## src/rtl/core/tlvd_pkg.sv

```systemverilog
package tlvd_pkg;

  // Dump size limit and the widths that follow from it.
  localparam int unsigned MaxBytes = 4096;
  localparam int unsigned PosW     = $clog2(MaxBytes + 1);

  // Byte that marks filler at a record boundary.
  localparam logic [7:0] FillerByte = 8'hFF;

  // Record types that count as known.
  localparam logic [7:0] TypeFirst = 8'h01;
  localparam logic [7:0] TypeLast  = 8'h03;

  // Result queue depth; one input byte causes at most two results.
  localparam int unsigned QDepth = 4;
  localparam int unsigned QPtrW  = $clog2(QDepth);
  localparam int unsigned QCntW  = $clog2(QDepth + 1);

  // Parser phases.
  localparam logic [2:0] PhBoundary = 3'd0;
  localparam logic [2:0] PhRun      = 3'd1;
  localparam logic [2:0] PhSize     = 3'd2;
  localparam logic [2:0] PhPayload  = 3'd3;
  localparam logic [2:0] PhCheck    = 3'd4;

  typedef enum logic [2:0] {
    KindRun       = 3'd0,
    KindValid     = 3'd1,
    KindUnknown   = 3'd2,
    KindCorrupted = 3'd3,
    KindTruncated = 3'd4,
    KindTotals    = 3'd5
  } kind_e;

  typedef struct packed {
    kind_e       kind;
    logic [11:0] offset;
    logic [7:0]  record_type;
    logic [7:0]  record_size;
    logic [7:0]  checksum_computed;
    logic [7:0]  checksum_read;
    logic [12:0] run_length;
    logic [10:0] records_found;
    logic [12:0] garbage_total;
    logic        last;
  } result_t;

endpackage

```

## src/rtl/core/tlv_record_deframer_top.sv

```systemverilog
// Splits a byte dump into filler runs and type/size/payload/checksum records and reports each
// one as a result beat, followed by a totals beat when a byte marked end_of_dump arrives. Bytes
// are taken one per cycle: a byte sits in an input register while the parser state and up to
// two results are worked out, and the results go into a four-entry result queue. The queue
// sets the rate: a byte is taken while the queue holds at most two results, so with the output
// side always ready the block sustains one byte per cycle, and a byte that causes two results
// can hold up the bytes behind it. Only the first 4096 bytes of a dump are parsed; later bytes
// are skipped but their end_of_dump mark still closes the dump.
module tlv_record_deframer_top (
  input  logic        clk_i,
  input  logic        rst_ni,
  input  logic        in_valid_i,
  output logic        in_ready_o,
  input  logic [7:0]  data_byte_i,
  input  logic        end_of_dump_i,
  output logic        out_valid_o,
  input  logic        out_ready_i,
  output logic [2:0]  kind_o,
  output logic [11:0] offset_o,
  output logic [7:0]  record_type_o,
  output logic [7:0]  record_size_o,
  output logic [7:0]  checksum_computed_o,
  output logic [7:0]  checksum_read_o,
  output logic [12:0] run_length_o,
  output logic [10:0] records_found_o,
  output logic [12:0] garbage_total_o,
  output logic        last_o
);

  localparam int unsigned PosW = tlvd_pkg::PosW;

  // Input register.
  logic       s1_valid_q;
  logic [7:0] s1_byte_q;
  logic       s1_end_q;
  logic       s1_fire;

  // Parser state.
  logic [2:0]      phase_q, phase_d;
  logic [PosW-1:0] pos_q, pos_d;
  logic [11:0]     rec_start_q, rec_start_d;
  logic [7:0]      type_q, type_d;
  logic [7:0]      size_q, size_d;
  logic [7:0]      left_q, left_d;
  logic [7:0]      xor_q, xor_d;
  logic [11:0]     run_start_q, run_start_d;
  logic [12:0]     run_count_q, run_count_d;
  logic [10:0]     valid_count_q, valid_count_d;
  logic [12:0]     filler_count_q, filler_count_d;
  logic            ovf_q, ovf_d;

  // Results of the byte in the input register.
  tlvd_pkg::result_t res [2];
  logic [1:0]        res_cnt;

  // Result queue.
  localparam logic [tlvd_pkg::QPtrW-1:0] QPtrW1 = tlvd_pkg::QPtrW'(1);

  tlvd_pkg::result_t              q_mem [tlvd_pkg::QDepth];
  logic [tlvd_pkg::QPtrW-1:0]     q_wr_q, q_rd_q;
  logic [tlvd_pkg::QCntW-1:0]     q_cnt_q;
  logic                           q_pop;
  logic                           q_room;

  // A byte leaves the input register when the queue can take two results.
  assign q_room     = q_cnt_q <= tlvd_pkg::QCntW'(tlvd_pkg::QDepth - 2);
  assign s1_fire    = s1_valid_q && q_room;
  assign in_ready_o = !s1_valid_q || s1_fire;

  always_ff @(posedge clk_i or negedge rst_ni) begin
    if (!rst_ni) begin
      s1_valid_q <= 1'b0;
    end else if (in_ready_o) begin
      s1_valid_q <= in_valid_i;
    end
  end

  always_ff @(posedge clk_i) begin
    if (in_ready_o && in_valid_i) begin
      s1_byte_q <= data_byte_i;
      s1_end_q  <= end_of_dump_i;
    end
  end

  // Parser step and result building for one byte.
  always_comb begin
    tlvd_pkg::result_t blank;
    logic [2:0]        ph;

    blank          = '0;
    blank.kind     = tlvd_pkg::KindRun;
    res[0]         = blank;
    res[1]         = blank;
    res_cnt        = 2'd0;

    phase_d        = phase_q;
    pos_d          = pos_q;
    rec_start_d    = rec_start_q;
    type_d         = type_q;
    size_d         = size_q;
    left_d         = left_q;
    xor_d          = xor_q;
    run_start_d    = run_start_q;
    run_count_d    = run_count_q;
    valid_count_d  = valid_count_q;
    filler_count_d = filler_count_q;
    ovf_d          = ovf_q;
    ph             = phase_q;

    if (!ovf_q) begin
      // A byte other than filler closes a run before it is parsed.
      if (ph == tlvd_pkg::PhRun && s1_byte_q != tlvd_pkg::FillerByte) begin
        res[res_cnt[0]].kind       = tlvd_pkg::KindRun;
        res[res_cnt[0]].offset     = run_start_q;
        res[res_cnt[0]].run_length = run_count_q;
        res_cnt                    = res_cnt + 2'd1;
        ph                         = tlvd_pkg::PhBoundary;
      end

      unique case (ph)
        tlvd_pkg::PhBoundary: begin
          if (s1_byte_q == tlvd_pkg::FillerByte) begin
            run_start_d    = 12'(pos_q);
            run_count_d    = 13'd1;
            filler_count_d = filler_count_q + 13'd1;
            phase_d        = tlvd_pkg::PhRun;
          end else begin
            rec_start_d = 12'(pos_q);
            type_d      = s1_byte_q;
            size_d      = 8'd0;
            xor_d       = 8'd0;
            phase_d     = tlvd_pkg::PhSize;
          end
        end
        tlvd_pkg::PhRun: begin
          run_count_d    = run_count_q + 13'd1;
          filler_count_d = filler_count_q + 13'd1;
        end
        tlvd_pkg::PhSize: begin
          size_d  = s1_byte_q;
          left_d  = s1_byte_q;
          phase_d = (s1_byte_q != 8'd0) ? tlvd_pkg::PhPayload : tlvd_pkg::PhCheck;
        end
        tlvd_pkg::PhPayload: begin
          xor_d  = xor_q ^ s1_byte_q;
          left_d = left_q - 8'd1;
          if (left_d == 8'd0) begin
            phase_d = tlvd_pkg::PhCheck;
          end
        end
        tlvd_pkg::PhCheck: begin
          if (s1_byte_q != xor_q) begin
            res[res_cnt[0]].kind = tlvd_pkg::KindCorrupted;
          end else if (type_q >= tlvd_pkg::TypeFirst && type_q <= tlvd_pkg::TypeLast) begin
            res[res_cnt[0]].kind = tlvd_pkg::KindValid;
            valid_count_d        = valid_count_q + 11'd1;
          end else begin
            res[res_cnt[0]].kind = tlvd_pkg::KindUnknown;
            filler_count_d       = filler_count_q + 13'(size_q) + 13'd3;
          end
          res[res_cnt[0]].offset            = rec_start_q;
          res[res_cnt[0]].record_type       = type_q;
          res[res_cnt[0]].record_size       = size_q;
          res[res_cnt[0]].checksum_computed = xor_q;
          res[res_cnt[0]].checksum_read     = s1_byte_q;
          res_cnt                           = res_cnt + 2'd1;
          phase_d                           = tlvd_pkg::PhBoundary;
        end
        default: begin
          phase_d = tlvd_pkg::PhBoundary;
        end
      endcase

      pos_d = pos_q + PosW'(1);
      if (pos_d == PosW'(tlvd_pkg::MaxBytes)) begin
        ovf_d = 1'b1;
      end
    end

    // End of dump: flush an open run or a truncated record, then the totals.
    if (s1_end_q) begin
      if (phase_d == tlvd_pkg::PhRun) begin
        res[res_cnt[0]].kind       = tlvd_pkg::KindRun;
        res[res_cnt[0]].offset     = run_start_d;
        res[res_cnt[0]].run_length = run_count_d;
        res_cnt                    = res_cnt + 2'd1;
      end else if ((phase_d == tlvd_pkg::PhPayload || phase_d == tlvd_pkg::PhCheck) &&
                   left_d != size_d) begin
        // At least one payload byte was seen, so the record has three or more bytes.
        res[res_cnt[0]].kind        = tlvd_pkg::KindTruncated;
        res[res_cnt[0]].offset      = rec_start_d;
        res[res_cnt[0]].record_type = type_d;
        res[res_cnt[0]].record_size = size_d;
        res_cnt                     = res_cnt + 2'd1;
      end
      res[res_cnt[0]].kind          = tlvd_pkg::KindTotals;
      res[res_cnt[0]].records_found = valid_count_d;
      res[res_cnt[0]].garbage_total = filler_count_d;
      res_cnt                       = res_cnt + 2'd1;

      phase_d        = tlvd_pkg::PhBoundary;
      pos_d          = '0;
      rec_start_d    = '0;
      type_d         = '0;
      size_d         = '0;
      left_d         = '0;
      xor_d          = '0;
      run_start_d    = '0;
      run_count_d    = '0;
      valid_count_d  = '0;
      filler_count_d = '0;
      ovf_d          = 1'b0;
    end

    // Mark the final result of this byte.
    if (res_cnt == 2'd2) begin
      res[1].last = 1'b1;
    end else if (res_cnt == 2'd1) begin
      res[0].last = 1'b1;
    end
  end

  // Parser state registers.
  always_ff @(posedge clk_i or negedge rst_ni) begin
    if (!rst_ni) begin
      phase_q        <= tlvd_pkg::PhBoundary;
      pos_q          <= '0;
      rec_start_q    <= '0;
      type_q         <= '0;
      size_q         <= '0;
      left_q         <= '0;
      xor_q          <= '0;
      run_start_q    <= '0;
      run_count_q    <= '0;
      valid_count_q  <= '0;
      filler_count_q <= '0;
      ovf_q          <= 1'b0;
    end else if (s1_fire) begin
      phase_q        <= phase_d;
      pos_q          <= pos_d;
      rec_start_q    <= rec_start_d;
      type_q         <= type_d;
      size_q         <= size_d;
      left_q         <= left_d;
      xor_q          <= xor_d;
      run_start_q    <= run_start_d;
      run_count_q    <= run_count_d;
      valid_count_q  <= valid_count_d;
      filler_count_q <= filler_count_d;
      ovf_q          <= ovf_d;
    end
  end

  // Result queue: up to two beats pushed, one beat popped per cycle.
  assign q_pop = out_valid_o && out_ready_i;

  always_ff @(posedge clk_i) begin
    if (s1_fire && res_cnt != 2'd0) begin
      q_mem[q_wr_q] <= res[0];
    end
    if (s1_fire && res_cnt == 2'd2) begin
      q_mem[q_wr_q + QPtrW1] <= res[1];
    end
  end

  always_ff @(posedge clk_i or negedge rst_ni) begin
    if (!rst_ni) begin
      q_wr_q  <= '0;
      q_rd_q  <= '0;
      q_cnt_q <= '0;
    end else begin
      if (s1_fire) begin
        q_wr_q <= q_wr_q + tlvd_pkg::QPtrW'(res_cnt);
      end
      if (q_pop) begin
        q_rd_q <= q_rd_q + QPtrW1;
      end
      q_cnt_q <= q_cnt_q + (s1_fire ? tlvd_pkg::QCntW'(res_cnt) : '0)
                 - tlvd_pkg::QCntW'(q_pop);
    end
  end

  assign out_valid_o         = q_cnt_q != '0;
  assign kind_o              = q_mem[q_rd_q].kind;
  assign offset_o            = q_mem[q_rd_q].offset;
  assign record_type_o       = q_mem[q_rd_q].record_type;
  assign record_size_o       = q_mem[q_rd_q].record_size;
  assign checksum_computed_o = q_mem[q_rd_q].checksum_computed;
  assign checksum_read_o     = q_mem[q_rd_q].checksum_read;
  assign run_length_o        = q_mem[q_rd_q].run_length;
  assign records_found_o     = q_mem[q_rd_q].records_found;
  assign garbage_total_o     = q_mem[q_rd_q].garbage_total;
  assign last_o              = q_mem[q_rd_q].last;

  // The queue never holds more beats than it has entries.
  assert property (@(posedge clk_i) disable iff (!rst_ni)
    q_cnt_q <= tlvd_pkg::QCntW'(tlvd_pkg::QDepth))
    else $error("result queue overfilled");

  // A byte that ends the dump leaves the parser at offset zero at a boundary.
  assert property (@(posedge clk_i) disable iff (!rst_ni)
    s1_fire && s1_end_q |=> phase_q == tlvd_pkg::PhBoundary && pos_q == '0 && !ovf_q)
    else $error("parser not cleared after end of dump");

  // Bytes are skipped only once the size limit has been reached.
  assert property (@(posedge clk_i) disable iff (!rst_ni)
    ovf_q |-> pos_q == PosW'(tlvd_pkg::MaxBytes))
    else $error("size limit flag without full dump");

  // An open filler run always holds at least one byte.
  assert property (@(posedge clk_i) disable iff (!rst_ni)
    phase_q == tlvd_pkg::PhRun |-> run_count_q != '0)
    else $error("empty filler run");

  // A byte that ends the dump always pushes a totals beat.
  assert property (@(posedge clk_i) disable iff (!rst_ni)
    s1_fire && s1_end_q |-> res_cnt != 2'd0)
    else $error("end of dump without totals");

endmodule

```

## config.mk

```make
export PLATFORM = sky130hd
export DESIGN_NAME = tlv_record_deframer_top
export DESIGN_NICKNAME = d
export VERILOG_FILES = /design/src/rtl/core/tlvd_pkg.sv /design/src/rtl/core/tlv_record_deframer_top.sv
export SDC_FILE = /design/constraint.sdc
export NUM_CORES = 1
export LEC_CHECK = 0
export BUFFER_PORTS_ARGS = -buffer_cell sky130_fd_sc_hd__buf_2
export CAP_MARGIN = 5
export CORE_MARGIN = 10
export CORE_UTILIZATION = 55
export DETAILED_ROUTE_END_ITERATION = 8
export PLACE_DENSITY_LB_ADDON = 0.2
export SYNTH_ARGS = -nofsm -noshare
export SYNTH_HDL_FRONTEND = slang
export SYNTH_SLANG_ARGS = --single-unit
```

## constraint.sdc

```tcl
create_clock -name clk_i -period 19 [get_ports clk_i]
set_input_delay 0 -clock clk_i [delete_from_list [all_inputs] [get_ports clk_i]]
set_output_delay 0 -clock clk_i [all_outputs]
set_load 0.01 [all_outputs]
```

==> metrics.md <==
| Metric | Value |
|---|---|
| Seq/Total Area, Yosys | 0.550 |
| Via-to-Cell Ratio | around 6.5 |
| Slew Limit Fails | 0 |
| FF-to-FF setup slack | 10.65 ns |
| Synth top area cells | edfxtp_1 43%, dfrtp_1 12%, mux4_2 7.8% |
| Final period utilization | 0.439 |
| Clock Path Buffers | 3 |
| Max cap viols | 0 |
| Asr flop ratio synth | 0.253 |
| Tot Pwr | about 4.0 mW |
| Post-Synthesis Cells | 2048 |
| CTS tree | yes |
| GRT Total Usage | 0.247 |
| Final Hold Fails | 0 |
| Proportion of layout cells with a drive suffix above 1 | 0.169 |
| WP data arrival | 8.55 ns |
| Worst Setup SP | ovf_q |
| H-Tree Level Count | 2 |
| Top post-synthesis cells by count | 349 x edfxtp_1, 197 x nor2_1, 179 x nand2_1, 145 x a21oi_1, 142 x mux2i_1 |
| Site Rows | 77 |
| Gate power share | 0.379 |
| Slack of the critical path | around 11 ns |
| Core Region | about 44000 sq um |
| Multi-input logic area | roughly 10000 sq um |
| Sw Share | 0.382 |
| Worst-Margin Slew | 1.05 ns |
| Post-synth cell types | between 80 and 90 |
| Hold Path Class | in -> reg |
| Area grow syn2layout | 11.1% |
| Die footprint | 53300 sq um |
| GPL Wtd Cong | 0.915 |
| Crit path launch type | flop |
| Root Buffer | clkbuf_16 |
| Ys Warns | 0 |
| Num CTS Buffers | 50 |
| R2R Path Start | ovf_q |
| Fmax | 120 MHz |
| Routed WL per cell | 24.3 um |
| Clock slew at reported path FFs | 0.06 ns |
| Nets | 2143 |
| Non-Filler Instances | between 2000 and 3000 |
| Smallest hold slack | approximately 0.14 ns |
| Synth Register Bits | 467 |
| Critical Path End | q_mem[0][45] |
| I/O pin cnt | 100 |
| Synth top area share | 0.429 |
| CP max stage cell | a21oi_4 |
| IO Port Bufs | 99 |
| First-pass GRT wire length | 104 mm |
| CP Depth | 16 |
| Clock power share | 0.237 |
| Setup violators final | 0 |
| Syn_area_per_cell | 11.9 sq um |
| Pleak | 10.4 nW |
| Register Area | 13400 sq um |
| NetSw | 1.53 mW |
| CP Max Fanout | 65 |
| Final wirelength | 66.4 mm |
| Reg2reg path depth | 16 |
| Post-synth EDFFs | 349 |
| Pint | 2.48 mW |
| Via Count | 17632 |
| Final Cell Area | 27100 sq um |
| Most frequent cell after synthesis | edfxtp_1 |
| Fin crit period | 8.35 ns |
| Vias in the first global route | 17472 |
| Most common flop cell mapped by yosys | edfxtp_1 |
| Drt first pass iters | 5 |
| Relative slew margins | 0.299 |
| DPL Wire Length | 43.0 mm |
| Crit end category | flop |
| Post-Syn Area | 24400 sq um |
| Clock sinks | between 400 and 500 |
| Syn nets | 2091 |
| Critical path cell sequence | or3_1 -> a21oi_4 -> o21ai_0 -> xor2_1 -> or4_4 -> o31ai_4 -> inv_2 -> ha_1 -> nand2b_1 -> and3_1 -> or2_2 -> nand4_1 -> o41a_1 -> nor3_1 -> o21ai_4 -> buf_4 |
| Post-Place Cells | between 2000 and 3000 |
| Dominant cell type by area after synthesis | edfxtp_1 |
| Starting Density | 0.555 |
| Sequential share of power | 0.384 |
| Pwr dens | 148 nW/um^2 |
| Die height | between 200 and 250 um |
| Setup TNS | 0 ns |
| ANT nets after route | 0 |
| Post-DP Area | roughly 25000 sq um |
| Filler Cell Count | 3491 |
| Worst Skew | 0.0267 ns |
| Largest net degree at the start of global routing | 80 |
| DRT iter0 DRCs | ~2200 |
| Crit Path Class | reg -> reg |
| Final core utilization | 0.616 |
| Largest stage delay, worst path | 0.92 ns |
| CP top delay family | compound AO/OA/AOI/OAI gates |
| Worst-Skew Late Latency | approximately 0.6 ns |
| WP data required | 19.20 ns |
| GRT overflow | 0 |
| Residual DRC | 0 |
| Antenna diode count | 0 |
| Initial antenna violation count | 1 |
| RSZ-0062 raised after global routing | no |
| Reg-to-reg endpoint | q_mem[0][45] |
| Die X | around 230 um |
| Pre-CTS setup slack | 10.76 ns |
| Status | finished clean |
| Maximum VDD drop | 94.8 uV |
| Buf+Inv Stages, Crit Path | 2 |
## power by group through the flow
stage | Clock (mW) | Combinational, mW | Sequential (mW)
floorplan | 0 | 1.06 | 1.50
global placement | 0 | 1.52 | 1.54
detailed placement | 0 | 1.52 | 1.56
CTS | 0.968 | 1.53 | 1.54
global route | 1.01 | 1.64 | 1.56
finish | 0.952 | 1.52 | 1.54
## final cells by class
class	instances	area share
clock inverter	31	0.0103
sequential	467	0.495
inverter	29	0.00401
tap	592	0.0273
multi-input combinational	1393	0.378
clock buffer	61	0.0484
timing repair buffer	159	0.0369
## what timing repair did
| item | in CTS | in global routing |
|---|---|---|
| hold buffers | 14 | 0 |
| resized for setup | 0 | 0 |
| setup endpoints to repair | 0 | 0 |
| buffers inserted | 0 | 0 |
| endpoints found under the hold margin | 60 | 0 |
## flip-flops by register name, summed over array words and instances, names as in the netlist, 11 cells and up
| name | count |
|---|---|
| q_mem | 340 |
| filler_count_q | 13 |
| pos_q | 13 |
| run_count_q | 13 |
| rec_start_q | 12 |
| run_start_q | 12 |
| valid_count_q | 11 |
## worst min path at each step
| stage | to | cells past startpoint | slack, ns | from |
|---|---|---|---|---|
| detailed placement | filler_count_q[6] | 1 | 0.03 | rst_ni |
| floorplan | filler_count_q[0] | 0 | -0.30 | rst_ni |
| CTS | s1_byte_q[4] | 2 | 0.1 | data_byte_i[4] |
| global placement | filler_count_q[4] | 1 | 0.04 | rst_ni |
| finish | s1_byte_q[6] | 2 | 0.14 | data_byte_i[6] |
| global route | s1_byte_q[6] | 2 | 0.13 | data_byte_i[6] |
## per-layer routing
metal | part of all wire | track usage
met5 | 0 | 0
met4 | 0.021 | 0.0678
met3 | 0.074 | 0.0394
met2 | 0.48 | 0.396
met1 | 0.43 | 0.346
## worst register-to-register path: cells and delay by family, from the launching register on
family | cells | cell delay [ns]
AO/OA/AOI/OAI | 5 | 2.86
XOR/XNOR | 1 | 0.25
adder cells (fa/ha/maj) | 1 | 0.48
buffers and inverters | 2 | 1.07
flip-flops | 1 | 0.68
AND/OR/NAND/NOR | 7 | 2.53
## logic make-up after synthesis
kind of cell,synth area share
xor gates and xnor gates,0.0143
DFF,0.550
adders and majority gates,0.0160
buffers and inverters,0.0349
and+or+nand+nor,0.107
muxes,0.139
AOI/OAI and AO/OA,0.139
## layout by cell type (no fill, tap or decap), types with 29 or more instances in the layout
cell type / n
a21oi_1: 144
a22oi_1: 64
buf_2: 98
buf_4: 47
clkbuf_16: 50
dfrtp_1: 116
edfxtp_1: 349
mux2i_1: 142
mux4_2: 85
nand2_1: 178
nand2b_1: 29
nand3_1: 35
nor2_1: 197
o21ai_0: 138
(Power assumes the default switching activity.)
